===== config.mk =====
export PLATFORM = sky130hd
export DESIGN_NAME = vlcp_out_fifo
export DESIGN_NICKNAME = d
export VERILOG_FILES = /design/src/rtl/vlcp_pkg.sv /design/src/rtl/vlcp_out_fifo.sv
export SDC_FILE = /design/constraint.sdc
export NUM_CORES = 1
export LEC_CHECK = 0
export BUFFER_PORTS_ARGS = -buffer_cell sky130_fd_sc_hd__buf_2
export CORE_AREA = 2 2 233 235
export DETAILED_ROUTE_END_ITERATION = 10
export DIE_AREA = 0 0 235 237
export PLACE_DENSITY = 0.76
export SETUP_SLACK_MARGIN = 0.15
export SLEW_MARGIN = 20
export SYNTH_ARGS = -nofsm -noshare
export SYNTH_HDL_FRONTEND = slang
export SYNTH_SLANG_ARGS = --single-unit
export TNS_END_PERCENT = 1

===== constraint.sdc =====
create_clock -name i_clk -period 6.8 [get_ports i_clk]
set_input_delay 0 -clock i_clk [delete_from_list [all_inputs] [get_ports i_clk]]
set_output_delay 0 -clock i_clk [all_outputs]
set_load 0.05 [all_outputs]

===== src/rtl/vlcp_pkg.sv =====
`default_nettype none
// ----------------------------------------------------------------------------
// vlcp_pkg
// Shared constants, codes and types of the variable-length code packer.
// ----------------------------------------------------------------------------
package vlcp_pkg;

    localparam int WORD_BITS         = 32;
    localparam int SYM_W             = 8;
    localparam int LEN_W             = 6;
    localparam int NUM_SYMBOLS_DEF   = 256;
    localparam int MAX_CODE_BITS_DEF = 32;

    // Result queue: deep enough for two results of the item in the packing
    // stage, two of the next one and a few waiting at the output.
    localparam int FIFO_DEPTH = 8;
    localparam int FIFO_PTR_W = $clog2(FIFO_DEPTH);
    localparam int FIFO_LVL_W = FIFO_PTR_W + 1;

    // Item kinds carried on the input tuser bit.
    localparam logic FUNC_WRITE  = 1'b0;
    localparam logic FUNC_ENCODE = 1'b1;

    typedef struct packed {
        logic                 valid;
        logic                 eos;
        logic [LEN_W-1:0]     len;
        logic [WORD_BITS-1:0] code;
    } t_lookup;

    typedef struct packed {
        logic                 length_error;
        logic [WORD_BITS-1:0] total_bits;
        logic [LEN_W-1:0]     valid_bits;
        logic [WORD_BITS-1:0] packed_word;
        logic                 is_last;
    } t_result;

    typedef struct packed {
        logic    first_vld;
        logic    second_vld;
        t_result first;
        t_result second;
    } t_push;

endpackage
`default_nettype wire


===== src/rtl/vlcp_out_fifo.sv =====
`default_nettype none
// ----------------------------------------------------------------------------
// vlcp_out_fifo
// Result queue taking up to two entries per cycle and giving one.
// ----------------------------------------------------------------------------
module vlcp_out_fifo (
    input  wire                                i_clk,
    input  wire                                i_rst_n,
    input  vlcp_pkg::t_push                    i_push,
    output logic                               o_valid,
    input  wire                                i_ready,
    output vlcp_pkg::t_result                  o_data,
    output logic [vlcp_pkg::FIFO_LVL_W-1:0]    o_level
);

    localparam int PW = vlcp_pkg::FIFO_PTR_W;
    localparam int LV = vlcp_pkg::FIFO_LVL_W;

    vlcp_pkg::t_result r_mem [vlcp_pkg::FIFO_DEPTH];
    logic [PW-1:0]     r_wr_ptr, n_wr_ptr;
    logic [PW-1:0]     r_rd_ptr, n_rd_ptr;
    logic [LV-1:0]     r_level,  n_level;
    logic              pop;
    logic [LV-1:0]     push_n;

    assign pop     = (r_level != '0) && i_ready;
    assign o_valid = (r_level != '0);
    assign o_data  = r_mem[r_rd_ptr];
    assign o_level = r_level;

    always_comb begin
        push_n   = LV'(i_push.first_vld) + LV'(i_push.second_vld);
        n_wr_ptr = r_wr_ptr + PW'(push_n);
        n_rd_ptr = r_rd_ptr + PW'(pop);
        n_level  = r_level + push_n - LV'(pop);
    end

    always_ff @(posedge i_clk) begin
        if (i_push.first_vld) begin
            r_mem[r_wr_ptr] <= i_push.first;
        end
        if (i_push.second_vld) begin
            r_mem[r_wr_ptr + PW'(1)] <= i_push.second;
        end
    end

    always_ff @(posedge i_clk) begin
        if (!i_rst_n) begin
            r_wr_ptr <= '0;
            r_rd_ptr <= '0;
            r_level  <= '0;
        end else begin
            r_wr_ptr <= n_wr_ptr;
            r_rd_ptr <= n_rd_ptr;
            r_level  <= n_level;
        end
    end

endmodule
`default_nettype wire


After elaboration in Yosys (flattened, before gate mapping)
Memories as Yosys holds them, arrays and structs flattened. A register that Yosys moved wholly into a read port is not among the register bits.
Index checks and enable logic that the tools add are counted.
{ "classes": {"addsub": 6, "mux": 5, "n_reduce_logical": 2} }
{ "ops": {"columns": ["cell", "count"], "rows": [
  ["4-bit by 2-bit adder with 4-bit output", 1],
  ["1-bit two-way mux", 4],
  ["4-bit nonzero test", 1],
  ["4-bit by 1-bit subtractor with 4-bit output", 1],
  ["3-bit by 1-bit adder with 3-bit output", 1],
  ["3-bit by 1-bit adder with 3-bit output (second input constant)", 1],
  ["3-bit by 2-bit adder with 3-bit output", 1],
  ["3-bit two-way mux", 1],
  ["1-bit by 1-bit adder with 2-bit output", 1],
  ["1-bit logical AND", 1]
]} }
{ "word_totals": {"reg_bits": 10, "ramBits": 576, "output_inout_bits": 77, "elab_cells": 17, "n_memories": 1} }
{ "mem_list": {"columns": ["name", "depth", "word_bits", "read_ports", "rd_ports_with_merged_regs", "wr", "line", "source"], "rows": [
  ["r_mem", 8, 72, 1, 1, 2, "vlcp_out_fifo.sv:19", "vlcp_pkg::t_result r_mem [vlcp_pkg::FIFO_DEPTH];"]
]} }

Logic depth before layout (Yosys ltp)
{ "logic_depth": {"word_depth": 4, "mapped_depth": 10, "mapped_depth_nobuf": 10} }

Worst setup path after synthesis
No wires, ideal clock.
{ "synth_timing": {"path_kind": "reg2reg", "startpoint": "reg r_wr_ptr[0]", "endpoint": "mem r_mem[2][0] in the netlist's numbering, enable pin", "arrival_ps": 5944, "required_time_ps": 6188, "slack_ps": 244, "path_stages_with_launch": 3, "period_less_slack_ps": 6556, "path_cell_list": "dfxtp_1 clkbuf_1 o32ai_1"} }
{ "synth_lines": {"columns": ["item", "line", "source"], "rows": [
  ["start, declared", "vlcp_out_fifo.sv:20", "logic [PW-1:0] r_wr_ptr, n_wr_ptr;"],
  ["start signal, assigned", "vlcp_out_fifo.sv:53", "r_wr_ptr <= n_wr_ptr;"],
  ["end, declared", "vlcp_out_fifo.sv:19", null]
]} }

==> results.txt <==
* Net count, final: 2146
* Aggregate negative setup slack: 0 ns
* CTS Buffer Depth: 3
- Input and output buffers added on the ports amount to 225.
* Startpoint of the worst register-to-register path: r_wr_ptr[0]
* Post-detailed-placement half-perimeter wirelength: 38.7 mm
- Initial drt markers: 1378
- The number of antenna violations at the first check in global routing is 8.
- Once routing completed, OpenROAD measured the worst setup slack at 2.61 ns.
- Largest vdd supply drop: 0.314 mV
- The Yosys step of the flow raised 0 warnings.
* Top Family by Delay on Critical Path: buffers and inverters
- Pin placement for this block handled 226 I/O pins.
* Clock skew after layout: 0.0177 ns
- Initial standard-cell utilization of the core: 54.5%
- The post-route netlist has 56.5% of its cells at a drive strength greater than 1.
- The run finished with clean final reports.
- Post-CTS repair changed the size of 0 cells.
- The endpoint identified for the worst register-to-register timing path is r_mem[6][33].
- Power per standard cell area: 310 nW/µm²
- The clock tree synthesis step divided the H-tree into 2 levels.
* Post-CTS repair timing setup buffer count: 0
* Worst rel slew slack: 25.8%
- Crit path required time: 7.15 ns
- For hold timing, the worst endpoint is r_wr_ptr[1].
- The synthesized design contains 576 enable-type register cells.
* Count of mapped cells out of synthesis: 1548
* Total overflow reported by the global router: 0
* Pins Over Slew Limit: 0
- Most common cell after layout, fill and taps aside: mux2_2
- Largest net degree at the start of global routing: 145
- Number of hold-slack violations in the final timing report: 0
- Clock tree root buffer cell: clkbuf_16
* Vias per cell: 6.09
- Counting every sink on the clock net gives 586.
- F_max: 239 MHz
* Signed area change from the synthesized netlist to the final layout: 20.5%
* Final core utilization: 65.6%
* Die height: 237 µm
* Async set or reset register ratio after synthesis: 0%
* Delay of the slowest cell on the worst path: 0.93 ns
- Routability cong.: 0.732
- Counting I/O delays and the setup requirement, the final critical path takes 4.19 ns.
- Unrepaired setup endpoints after global routing: false
* Critical path endpoint category: flop
- Cell total after placement: 2401
* Number of global-route vias before repair: 18000
- Detail Route Antenna Nets: 0
* Clock slew at reported path FFs: 0.06 ns
- Horiz. Die Dim: 235 µm
* Clock insertion delay at the later pin of the skew report: 0.62 ns
* Min Hold Slack: 0.0645 ns
* Leading cell types in the layout, fill and taps excluded: 648 x mux2_2, 576 x edfxtp_1, 225 x buf_2
- In the routed design, unresolved DRC markers number 0.
- The worst hold path passes through 4 cells.
- Total of max-cap violations: 0
- For this design the static power due to leakage is 11.6 nW.
- Net count after synthesis: 1708
- Cts bufs inserted: 59
- For flop-to-flop paths, the worst setup slack is 2.61 ns.
* Wirelength per Cell: 26.2 µm
- For the pin with the worst max-slew slack, the measured transition is 1.11 ns.
- In this run the standard cell core region covers 53300 µm².
* First-pass GRT wire length: 109 mm
* Sequential-to-total area share from yosys stat: 60.3%
- The die covers 55700 µm².
* Min-Delay Path Class: input port to flop
- Maximum fanout encountered on the critical timing path: 58
- Critical Path Slowest Stage Cell: buf_4
- Final clock period utilization by the worst path: 61.6%
- The routed layout has 16600 vias.
* Critical path class: flop to flop
- Post-Syn Area per Cell: 18.8 µm²
- Number of distinct library cell variants in the gate-level netlist after synthesis: 35
- Worst r2r path cells: 6
- OpenSTA, run right after detailed placement, puts the worst setup slack at 3.08 ns.
- Gr usage total: 25.6%
- Among all flip-flop cells after synthesis, the most frequent one is edfxtp_1.
- Summed over all layers, the routed wires come to 71.5 mm.
* CP Cell Sequence: ha_1, nand3_1, nor2_4, buf_4, mux2_2, dlygate4sd3_1
* Final non-filler cell total: 2731
- TritonCTS built the clock tree.
- Startpoint of the worst hold path: i_push[144]
- CP Data Arrival Time: 4.54 ns
* Number of register bits inferred by synthesis: 586
* Fillers: 3579
- First-pass DRT Iterations: 5
- Sort of element at the start of the critical path: flop
- Setup violations remaining at the end of the flow were counted as 0.
- The number of buffers and inverters on the critical path is 2.
- Number of cell rows: 85
- The cell area that synthesis handed to floorplanning was 29000 µm².
[metrics by stage]
stage	power [mW]	cell area [µm²]
6_report	10.8	35000
5_1_grt	11.2	35000
4_1_cts	10.9	35000
3_5_place_dp	7.72	31000
3_3_place_gp	7.67	31000
2_1_floorplan	6.91	29000
[flip-flops by register name, summed over array words and instances, names as in the netlist]
register / flops
r_wr_ptr: 3
o_level: 4
r_mem: 576
r_rd_ptr: 3
[routing by layer]
metal | share of wire [%] | routed length (µm) | GRT usage, % | vias to the layer above
li1 | - | - | - | 7249
met1 | 40 | 28800 | 33.8 | 8704
met2 | 52 | 36800 | 44.4 | 565
met3 | 6.2 | 4440 | 4.70 | 100
met4 | 1.8 | 1290 | 6.02 | 6
met5 | 0.062 | 44 | 0 | -
[cell families after synthesis]
kind of cell / Yosys count / synth area share [%]
buf+inv: 106 / 1.69
compound gates: 9 / 0.198
simple gates: 36 / 0.698
xor+xnor: 6 / 0.233
mux: 794 / 36.4
flops: 586 / 60.3
fa+ha+maj: 11 / 0.526
[worst max path at each step]
| stage | start | to | cells after the start |
|---|---|---|---|
| after floorplan | r_wr_ptr[0] | r_mem[2][0] | 2 |
| after global placement | r_wr_ptr[0] | r_mem[5][52] | 6 |
| after detailed placement | r_wr_ptr[0] | r_mem[5][53] | 6 |
| after CTS | r_wr_ptr[0] | r_mem[6][33] | 6 |
| after global routing | r_wr_ptr[0] | r_mem[6][3] | 6 |
| final | r_wr_ptr[0] | r_mem[6][33] | 6 |
[power breakdown]
group / switching (mW) / leakage [nW] / total, mW / internal, mW
clock network: 1.36 / 0.858 / 3.07 / 1.71
logic: 1.91 / 5.41 / 3.16 / 1.25
registers: 0.144 / 5.37 / 4.61 / 4.46
total: 3.42 / 11.6 / 10.8 / 7.42
[worst register-to-register path, delay by kind of cell (launching register included)]
family	cells	cell delay [ns]
flops	1	0.57
buf+inv	2	1.49
mux	1	0.50
fa+ha+maj	1	0.40
simple gates	2	0.98
[synth_stat cells, types with 2 or more instances]
cell type	number	area, µm²
fa_1	2	40.0
mux2_2	648	7300
buf_2	72	360
dfxtp_1	10	200
inv_1	7	26.3
ha_1	9	113
xnor2_1	2	17.5
nor2_1	5	18.8
nand2b_1	5	31.3
o21ai_0	2	10.0
mux4_2	144	3240
nor3_2	2	20.0
xor2_1	2	17.5
or2_2	2	12.5
mux2i_1	2	20.0
nand2_1	8	30.0
buf_1	4	15.0
edfxtp_1	576	17300
and2_1	7	43.8
o22ai_1	3	18.8
clkbuf_1	22	82.6
[what timing repair did]
action / 4_1_cts / 5_1_grt
hold buffers: 220 / 0
endpoints found under the setup margin: 0 / 0
endpoints found under the hold margin: 586 / 0
[final cells by class]
class                           count  area (µm²)  share of cell area, %
Tap cell                          696         871                   2.49
Timing Repair Buffer              476        3590                   10.3
Clock inverter                     26         220                  0.630
Clock buffer                       79        1550                   4.44
Antenna cell                        5        12.5                 0.0358
Sequential cell                   586       17500                   50.1
Multi-Input combinational cell    856       11200                   32.0
Inverter                            7        26.3                 0.0751
No activity file was read; power rests on OpenSTA's default activity.
