### src/rtl/vlcp_pkg.sv
`default_nettype none
// ----------------------------------------------------------------------------
// vlcp_pkg
// Shared constants, codes and types of the variable-length code packer.
// ----------------------------------------------------------------------------
package vlcp_pkg;

    localparam int WORD_BITS         = 32;
    localparam int SYM_W             = 8;
    localparam int LEN_W             = 6;
    localparam int NUM_SYMBOLS_DEF   = 256;
    localparam int MAX_CODE_BITS_DEF = 32;

    // Result queue: deep enough for two results of the item in the packing
    // stage, two of the next one and a few waiting at the output.
    localparam int FIFO_DEPTH = 8;
    localparam int FIFO_PTR_W = $clog2(FIFO_DEPTH);
    localparam int FIFO_LVL_W = FIFO_PTR_W + 1;

    // Item kinds carried on the input tuser bit.
    localparam logic FUNC_WRITE  = 1'b0;
    localparam logic FUNC_ENCODE = 1'b1;

    typedef struct packed {
        logic                 valid;
        logic                 eos;
        logic [LEN_W-1:0]     len;
        logic [WORD_BITS-1:0] code;
    } t_lookup;

    typedef struct packed {
        logic                 length_error;
        logic [WORD_BITS-1:0] total_bits;
        logic [LEN_W-1:0]     valid_bits;
        logic [WORD_BITS-1:0] packed_word;
        logic                 is_last;
    } t_result;

    typedef struct packed {
        logic    first_vld;
        logic    second_vld;
        t_result first;
        t_result second;
    } t_push;

endpackage
`default_nettype wire

### src/rtl/vlcp_pack.sv
`default_nettype none
// ----------------------------------------------------------------------------
// vlcp_pack
// Bit accumulator: appends codes LSB first, emits full and flushed words.
// ----------------------------------------------------------------------------
module vlcp_pack (
    input  wire                i_clk,
    input  wire                i_rst_n,
    input  vlcp_pkg::t_lookup  i_lookup,
    output vlcp_pkg::t_push    o_push
);

    localparam int WB = vlcp_pkg::WORD_BITS;
    localparam int LW = vlcp_pkg::LEN_W;

    logic [WB-1:0]   r_acc,   n_acc;
    logic [LW-2:0]   r_fill,  n_fill;
    logic [WB-1:0]   r_total, n_total;
    logic            r_err,   n_err;

    logic            len_zero;
    logic [2*WB-1:0] acc_wide;
    logic [LW-1:0]   fill_sum;
    logic [WB:0]     tot_sum;
    logic            full;
    logic [WB-1:0]   upd_acc;
    logic [LW-2:0]   upd_fill;
    logic [WB-1:0]   upd_total;
    logic            upd_err;
    logic            flush;

    always_comb begin
        len_zero  = (i_lookup.len == '0);
        acc_wide  = {{WB{1'b0}}, r_acc} | ((2*WB)'(i_lookup.code) << r_fill);
        fill_sum  = {1'b0, r_fill} + i_lookup.len;
        tot_sum   = {1'b0, r_total} + (WB+1)'(i_lookup.len);
        full      = !len_zero && fill_sum[LW-1];
        if (len_zero) begin
            upd_acc   = r_acc;
            upd_fill  = r_fill;
            upd_total = r_total;
        end else begin
            upd_acc   = fill_sum[LW-1] ? acc_wide[2*WB-1:WB] : acc_wide[WB-1:0];
            upd_fill  = fill_sum[LW-2:0];
            upd_total = tot_sum[WB] ? '1 : tot_sum[WB-1:0];
        end
        upd_err = r_err || len_zero;
        flush   = i_lookup.eos && ((upd_fill != '0) || !full);

        o_push                     = '0;
        o_push.second.packed_word  = upd_acc;
        o_push.second.valid_bits   = {1'b0, upd_fill};
        o_push.second.total_bits   = upd_total;
        o_push.second.is_last      = 1'b1;
        o_push.second.length_error = upd_err;
        if (full) begin
            o_push.first.packed_word  = acc_wide[WB-1:0];
            o_push.first.valid_bits   = LW'(WB);
            o_push.first.total_bits   = upd_total;
            o_push.first.is_last      = i_lookup.eos && (upd_fill == '0);
            o_push.first.length_error = upd_err;
        end else begin
            o_push.first = o_push.second;
        end
        o_push.first_vld  = i_lookup.valid && (full || flush);
        o_push.second_vld = i_lookup.valid && full && flush;

        n_acc   = r_acc;
        n_fill  = r_fill;
        n_total = r_total;
        n_err   = r_err;
        if (i_lookup.valid) begin
            if (i_lookup.eos) begin
                n_acc   = '0;
                n_fill  = '0;
                n_total = '0;
                n_err   = 1'b0;
            end else begin
                n_acc   = upd_acc;
                n_fill  = upd_fill;
                n_total = upd_total;
                n_err   = upd_err;
            end
        end
    end

    always_ff @(posedge i_clk) begin
        if (!i_rst_n) begin
            r_acc   <= '0;
            r_fill  <= '0;
            r_total <= '0;
            r_err   <= 1'b0;
        end else begin
            r_acc   <= n_acc;
            r_fill  <= n_fill;
            r_total <= n_total;
            r_err   <= n_err;
        end
    end

endmodule
`default_nettype wire

### config.mk
export PLATFORM = sky130hd
export DESIGN_NAME = vlcp_pack
export DESIGN_NICKNAME = d
export VERILOG_FILES = /design/src/rtl/vlcp_pkg.sv /design/src/rtl/vlcp_pack.sv
export SDC_FILE = /design/constraint.sdc
export NUM_CORES = 1
export LEC_CHECK = 0
export ABC_AREA = 1
export BUFFER_PORTS_ARGS = -buffer_cell sky130_fd_sc_hd__buf_2
export CORE_MARGIN = 2
export CORE_UTILIZATION = 42
export CTS_BUF_LIST = sky130_fd_sc_hd__clkbuf_16
export CTS_CLUSTER_SIZE = 28
export DETAILED_ROUTE_END_ITERATION = 8
export PLACE_DENSITY = 0.63
export SLEW_MARGIN = 5
export SYNTH_ARGS = -nofsm -noshare
export SYNTH_HDL_FRONTEND = slang
export SYNTH_SLANG_ARGS = --single-unit
export TNS_END_PERCENT = 1
### constraint.sdc
create_clock -name i_clk -period 4.6 [get_ports i_clk]
set_input_delay 0.23 -clock i_clk [delete_from_list [all_inputs] [get_ports i_clk]]
set_output_delay 0.23 -clock i_clk [all_outputs]
set_load 0.1 [all_outputs]
# Word level (Yosys, flattened, before mapping)
# Index checks and enable logic that the tools add are counted.
# op_classes
n_addsub,2
n_shift,1
n_mux,10
bitwise,1
reduce_logical,14
# op_table
op,count
32-bit two-way mux,6
32-bit by 64-bit OR with 64-bit output,1
32-bit by 5-bit << shifter with 64-bit output,1
39-bit two-way mux,1
32-bit by 6-bit adder with 33-bit output,1
5-bit two-way mux,2
5-bit by 6-bit adder with 6-bit output,1
1-bit logical AND,6
6-bit logical NOT,1
5-bit logical NOT,1
5-bit nonzero test,1
1-bit logical OR,3
1-bit logical NOT,2
1-bit two-way mux,1
# totals
ff_bits,70
in_bits,42
out_inout_bits,146
word_cells,32

# Depth between registers and ports, before layout
# Gate-level depths: netlist (run 1).
# logic_depth
word_depth,8
depth_mapped,15
depth_no_buf,15

# Worst setup path before layout (run 1)
# OpenSTA, ideal clock, no wires.
# synth_timing
path_kind,reg2out
from,reg r_fill[0]
to,out o_push[144] (netlist name)
t_arrival_ns,4.902
t_required_ns,4.370
setup_slack_ns,-0.532
path_stages_with_launch,9
path_buffers,0
cell_sequence,dfxtp_1 > ha_1 > fa_1 > xnor2_1 > o21ai_0 > nor3_1 > nand3_1 > nand3_1 > nor2_1
# synth_rtl
item,line_no,text
start: declaration,vlcp_pack.sv:17,"logic [LW-2:0] r_fill, n_fill;"
start signal: assignment,vlcp_pack.sv:95,r_fill <= n_fill;
end: declaration,vlcp_pack.sv:10,output vlcp_pkg::t_push o_push

==> results of run 1 <==
## logic make-up after synthesis
kind of cell / count (synthesis)
flip-flops: 70
XOR/XNOR: 9
buffers and inverters: 215
other: 2
AND/OR/NAND/NOR: 855
adder cells (fa/ha/maj): 13
AO/OA/AOI/OAI: 167
## metrics by stage
| step | hold WS (ns) | area (µm²) | power, mW |
|---|---|---|---|
| 2_1_floorplan | 0.391 | 7710 | 2.14 |
| 5_1_grt | 0.204 | 8650 | 3.26 |
| 3_3_place_gp | 0.449 | 8350 | 2.42 |
| 6_report | 0.196 | 8650 | 3.15 |
| 4_1_cts | 0.185 | 8650 | 3.15 |
| 3_5_place_dp | 0.450 | 8350 | 2.42 |
## cell type report
type,count,share of cell area [%]
flip-flops and latches,70,16.2
well taps,229,3.31
inverters,102,4.50
multi-input cells,1046,60.8
clock inverters,7,0.767
repair buffers,198,11.8
clock buffers,9,2.60
## layer usage
layer,GRT usage (%),share of wire [%],up-vias
met5,0,0,-
met4,12.9,4.2,0
met3,5.40,6.6,64
met2,47.5,48,351
met1,33.8,41,4164
li1,-,-,4548
## flip-flops by register name, indices dropped and copies added, names as in the netlist
| register | count |
|---|---|
| r_acc | 32 |
| r_err | 1 |
| r_fill | 5 |
| r_total | 32 |
## worst min-delay path: stages
cell     delay [ns]
buf_2          0.13
nand3_1        0.08
a21oi_1        0.06
## final timing paths
| path | start | slack, ns | to |
|---|---|---|---|
| max | r_fill[1] | 1.09 | o_push[21] |
| min | i_lookup[39] | 0.20 | r_err |
| max reg2reg | r_fill[1] | 1.84 | r_acc[20] |
| min reg2reg | r_acc[15] | 0.46 | r_acc[15] |
## cells in the mapped netlist, drive strengths merged (3+ instances only)
master and count:
a31oi 6, inv 99, xor2 5, clkbuf 35, a21oi 89, nand3 277, o211ai 17, nor3 15
xnor2 4, clkinv 3, nand3b 10, dfxtp 70, ha 11, o21ai 49, nand4 19, nand2 478
or2 8, nor2 46, buf 78
## power by group
part | internal, mW | total (mW) | switching (mW)
Sequential | 0.623 | 0.636 | 0.0124
Combinational | 0.278 | 1.79 | 1.51
Clock | 0.417 | 0.728 | 0.312
Total | 1.32 | 3.15 | 1.83
==> impl_metrics.json, run 1 <==
{
  "status": "finished clean",
  "die_h_um": 139,
  "start_util_pct": 42.9,
  "path_buf_inv": 3,
  "fp-row-count": 49,
  "synthTopCellsByArea": "nand2_1, dfxtp_1, nand3_1, a21oi_1, buf_4",
  "antenna_found_initial": 0,
  "holdPathStages": 3,
  "stdcell_count": 1661,
  "cap_violations": 0,
  "final_layout_size_suffix_gt1_share_pct": 21.1,
  "finalCriticalPeriod_ns": 3.51,
  "maxSlewViolCount": 0,
  "cts.path.max_buffers": 2,
  "pin_count": 188,
  "clk_pin_slew_worst_paths_ns": 0.06,
  "worstPathMaxFanout": 39,
  "crit_slowest_cell": "inv_1",
  "track_usage_pct": 27.9,
  "routabilityCongestion": 0.946,
  "portBuffers": 185,
  "critPathMaxStageDelay_ns": 0.53,
  "fp.dieArea_um2": 19500,
  "rr_worst_depth": 13,
  "synth_top_family_by_area": "simple AND/OR/NAND/NOR gates",
  "yosysTopAreaCellShare_pct": 22.7,
  "hold_viol_final": 0,
  "drc_errors": 0,
  "hold_buffers": 0,
  "path_delay_family": "buffers and inverters",
  "max_freq_mhz": 285,
  "synth_compound_area_share_pct": 13.4,
  "cts_setup_buffers": 0,
  "dp_slack_ns": 1.52,
  "vias_per_cell": 5.49,
  "synth.yosys.seq_area_share_pct": 18.2,
  "routed_wl_um": 27700,
  "yosys.area_share.simple_pct": 51.2,
  "synth.distinct_cells": 54,
  "fin_crit_sh_pct": 76.3,
  "grt_pass1_wl_um": 43700,
  "peakVddDrop_v": 0.000298,
  "syn_nets": 1386,
  "place_inst": 1645,
  "regArea_um2": 1400,
  "rsz0062_at_grt": "false",
  "fill_cells": 2004,
  "cts_tree": "built",
  "synth_edf_count": 0,
  "grt_max_degree": 71,
  "ant_nets": 0,
  "syn_area_per_cell_um2": 5.79,
  "synth_cells": 1331,
  "vias": 9127,
  "avgRoutedWirePerCell_um": 16.7,
  "synth_seq_cells": 70,
  "worst-path-stages": 12,
  "mostFrequentLayoutCell": "nand2_1",
  "synth_fa_ha_area_share_pct": 2.30,
  "tightest_slew_ns": 0.957,
  "leakagePower_nw": 4.38,
  "fin_nets": 1482,
  "cp-end-kind": "primary output",
  "cts_sinks": 70,
  "cp-start-kind": "flop",
  "synth_flop_cell": "dfxtp_1",
  "grt_overflow": 0,
  "cp_data_arrival_time_ns": 3.28,
  "grt_pass1_vias": 8203,
  "fin_util_pct": 48.1,
  "drtIter0Drc": 771,
  "path_cells": "buf_4, inv_1, nand3_1, nand3_1, nand2_1, nand3_1, nand2_1, nand2_1, nand2_1, nand2_1, nand2_1, buf_2",
  "clock_latency_ns": 0.36,
  "tns_ns": 0,
  "netlist_area_um2": 7710,
  "root_buffer": "clkbuf_16",
  "max-slew-margin-rel_pct": 36.1,
  "area_delta_synth_final_pct": 12.2,
  "setup_violations": 0,
  "worstPathRequired_ns": 4.37,
  "multi_input_area_um2": 5250,
  "place_hpwl_um": 20600,
  "synth-xor-area-share_pct": 1.02,
  "hold_class": "in -> reg",
  "cts_made_buffers": 9,
  "crit_type": "reg -> out",
  "chipWidth_um": 139,
  "worst_slack_ns": 1.09,
  "critPathMostFrequentCell": "nand2_1",
  "synthArstFlopShare_pct": 0,
  "synth.largest_area_cell": "nand2_1",
  "h-tree-depth": 3,
  "ys_warn_count": 0,
  "dr.pass1.iters": 5,
  "coreArea_um2": 18000,
  "skew_ns": 0.00812,
  "muxShareOfSynthArea_pct": 0,
  "antenna_cells": 0,
  "mostFrequentLayoutCells": "nand2_1, nand3_1, buf_2",
  "cts_resized": 0,
  "p_per_area_nw_per_um2": 365
}
No activity file was read; power rests on OpenSTA's default activity.
==> run 2: changes to the inputs <==
==> constraint.sdc (replaced) <==
create_clock -name i_clk -period 3.5 [get_ports i_clk]
set_input_delay 0.175 -clock i_clk [delete_from_list [all_inputs] [get_ports i_clk]]
set_output_delay 0.175 -clock i_clk [all_outputs]
set_load 0.1 [all_outputs]
==> run 2 against run 1 <==
Effect of this change:
- sequential share of layout area decreased by 1.1 points
- final cell count stayed put
- global-route usage is 1.1 points higher
==> impl_metrics.json, run 2 (synthesis results as in run 1) <==
{
  "status": "finished clean",
  "cts_resized": 0,
  "reg_top3": "r_acc: 32 flops, r_total: 32 flops, r_fill: 5 flops",
  "routabilityCongestion": 0.971,
  "multi_input_area_um2": 5270,
  "cts_setup_buffers": 0,
  "grt_pass1_vias": 8458,
  "fill_cells": 1912,
  "hold_class": "in -> reg",
  "track_usage_pct": 28.9,
  "hp-start": "i_lookup[39]",
  "grt_overflow": 0,
  "grt_pass1_wl_um": 45300,
  "chipWidth_um": 139,
  "cts.path.max_buffers": 2,
  "p_per_area_nw_per_um2": 476,
  "final_layout_size_suffix_gt1_share_pct": 21.4,
  "hold_viol_final": 0,
  "start_util_pct": 42.9,
  "dp_slack_ns": 0.759,
  "setup_violations": 0,
  "fp-row-count": 49,
  "use_met3_pct": 5.44,
  "r2r_slack_ns": 0.94,
  "cts_sinks": 70,
  "worstPathMaxFanout": 12,
  "dr.pass1.iters": 6,
  "area_delta_synth_final_pct": 20.5,
  "routed_wl_um": 28200,
  "hold_buffers": 0,
  "grt.busiest_layer": "met2",
  "cp-start-kind": "flop",
  "cp_data_arrival_time_ns": 2.93,
  "mostFrequentLayoutCell": "nand2_1",
  "fin_nets": 1483,
  "grtUsageMet1_pct": 36.2,
  "cp-end-kind": "primary output",
  "cap_violations": 0,
  "crit_type": "reg -> out",
  "timing.rr.start": "r_total[0]",
  "vias_per_cell": 5.54,
  "drtIter0Drc": 675,
  "portBuffers": 185,
  "fin_crit_sh_pct": 88.7,
  "max-slew-margin-rel_pct": 45.9,
  "worst_slack_ns": 0.394,
  "place_hpwl_um": 21000,
  "grt_max_degree": 72,
  "maxSlewViolCount": 0,
  "clock_latency_ns": 0.35,
  "max_freq_mhz": 322,
  "cts_tree": "built",
  "antenna_cells": 0,
  "place_inst": 1646,
  "pin_count": 188,
  "peakVddDrop_v": 0.000446,
  "total_power_mw": 4.42,
  "fp.dieArea_um2": 19500,
  "finalCriticalPeriod_ns": 3.11,
  "worstPathRequired_ns": 3.32,
  "drc_errors": 0,
  "antenna_found_initial": 0,
  "ant_nets": 0,
  "stdcell_count": 1661,
  "skew_ns": 0.00606,
  "cts_made_buffers": 9,
  "die_h_um": 139,
  "leakagePower_nw": 4.59,
  "critPathLaunch": "r_total[0]",
  "gr-usage-met2_pct": 48.7,
  "fin_util_pct": 51.7,
  "tightest_slew_ns": 0.812,
  "h-tree-depth": 3,
  "avgRoutedWirePerCell_um": 17.0,
  "regArea_um2": 1400,
  "clk_pin_slew_worst_paths_ns": 0.06,
  "rsz0062_at_grt": "false",
  "mostFrequentLayoutCells": "nand2_1, nand3_1, buf_2",
  "coreArea_um2": 18000,
  "root_buffer": "clkbuf_16",
  "vias": 9201
}
[run 2: cell types whose count changed in the layout (fill, tap and decap cells not counted), moves of 2 or more]
cell | before | now
clkinvlp_4 | 2 | 0
buf_12 | 0 | 42
o21ai_1 | 10 | 7
o21ai_2 | 1 | 4
buf_2 | 185 | 144
[run 2: report_power, final]
group	switching [mW]	total, mW	internal, mW
registers	0.0151	0.835	0.820
clock network	0.382	0.924	0.542
logic	2.05	2.66	0.615
total	2.44	4.42	1.98
[run 2: worst max-delay path, cell delays in order (launching register included)]
cell,delay [ns]
dfxtp_1,0.33
ha_1,0.23
fa_1,0.41
nand3_1,0.10
nand2_1,0.12
nand2_1,0.10
o21ai_2,0.09
nand2_4,0.10
clkinv_2,0.07
nand2_4,0.14
inv_2,0.07
nand2_2,0.30
nand3_1,0.19
buf_2,0.33
[run 2: final cells by class]
type	count	area share, %
inverters	102	4.19
well taps	229	3.09
multi-input cells	1046	56.7
repair buffers	199	17.9
flip-flops and latches	70	15.1
clock inverters	6	0.606
clock buffers	9	2.43
[run 2: routing by layer]
metal	share of wire, %	up-vias
met5	0	-
met4	4.4	0
met3	6.7	69
met2	48	368
met1	41	4210
li1	-	4554
[run 2: stage by stage]
| step | TNS [ns] | cell area [µm²] | hold slack (ns) |
|---|---|---|---|
| CTS | 0 | 9290 | 0.131 |
| global placement | 0 | 9000 | 0.450 |
| detailed placement | 0 | 9000 | 0.456 |
| finish | 0 | 9290 | 0.132 |
| floorplan | -0.172 | 7720 | 0.336 |
| global route | 0 | 9290 | 0.160 |
[run 2: path summary, 6_finish.rpt]
kind,endpoint,cells past startpoint
worst max-delay path,o_push[128],13
worst min register to register,r_acc[15],2
worst max register to register,r_total[17],14
worst min-delay path,r_err,3
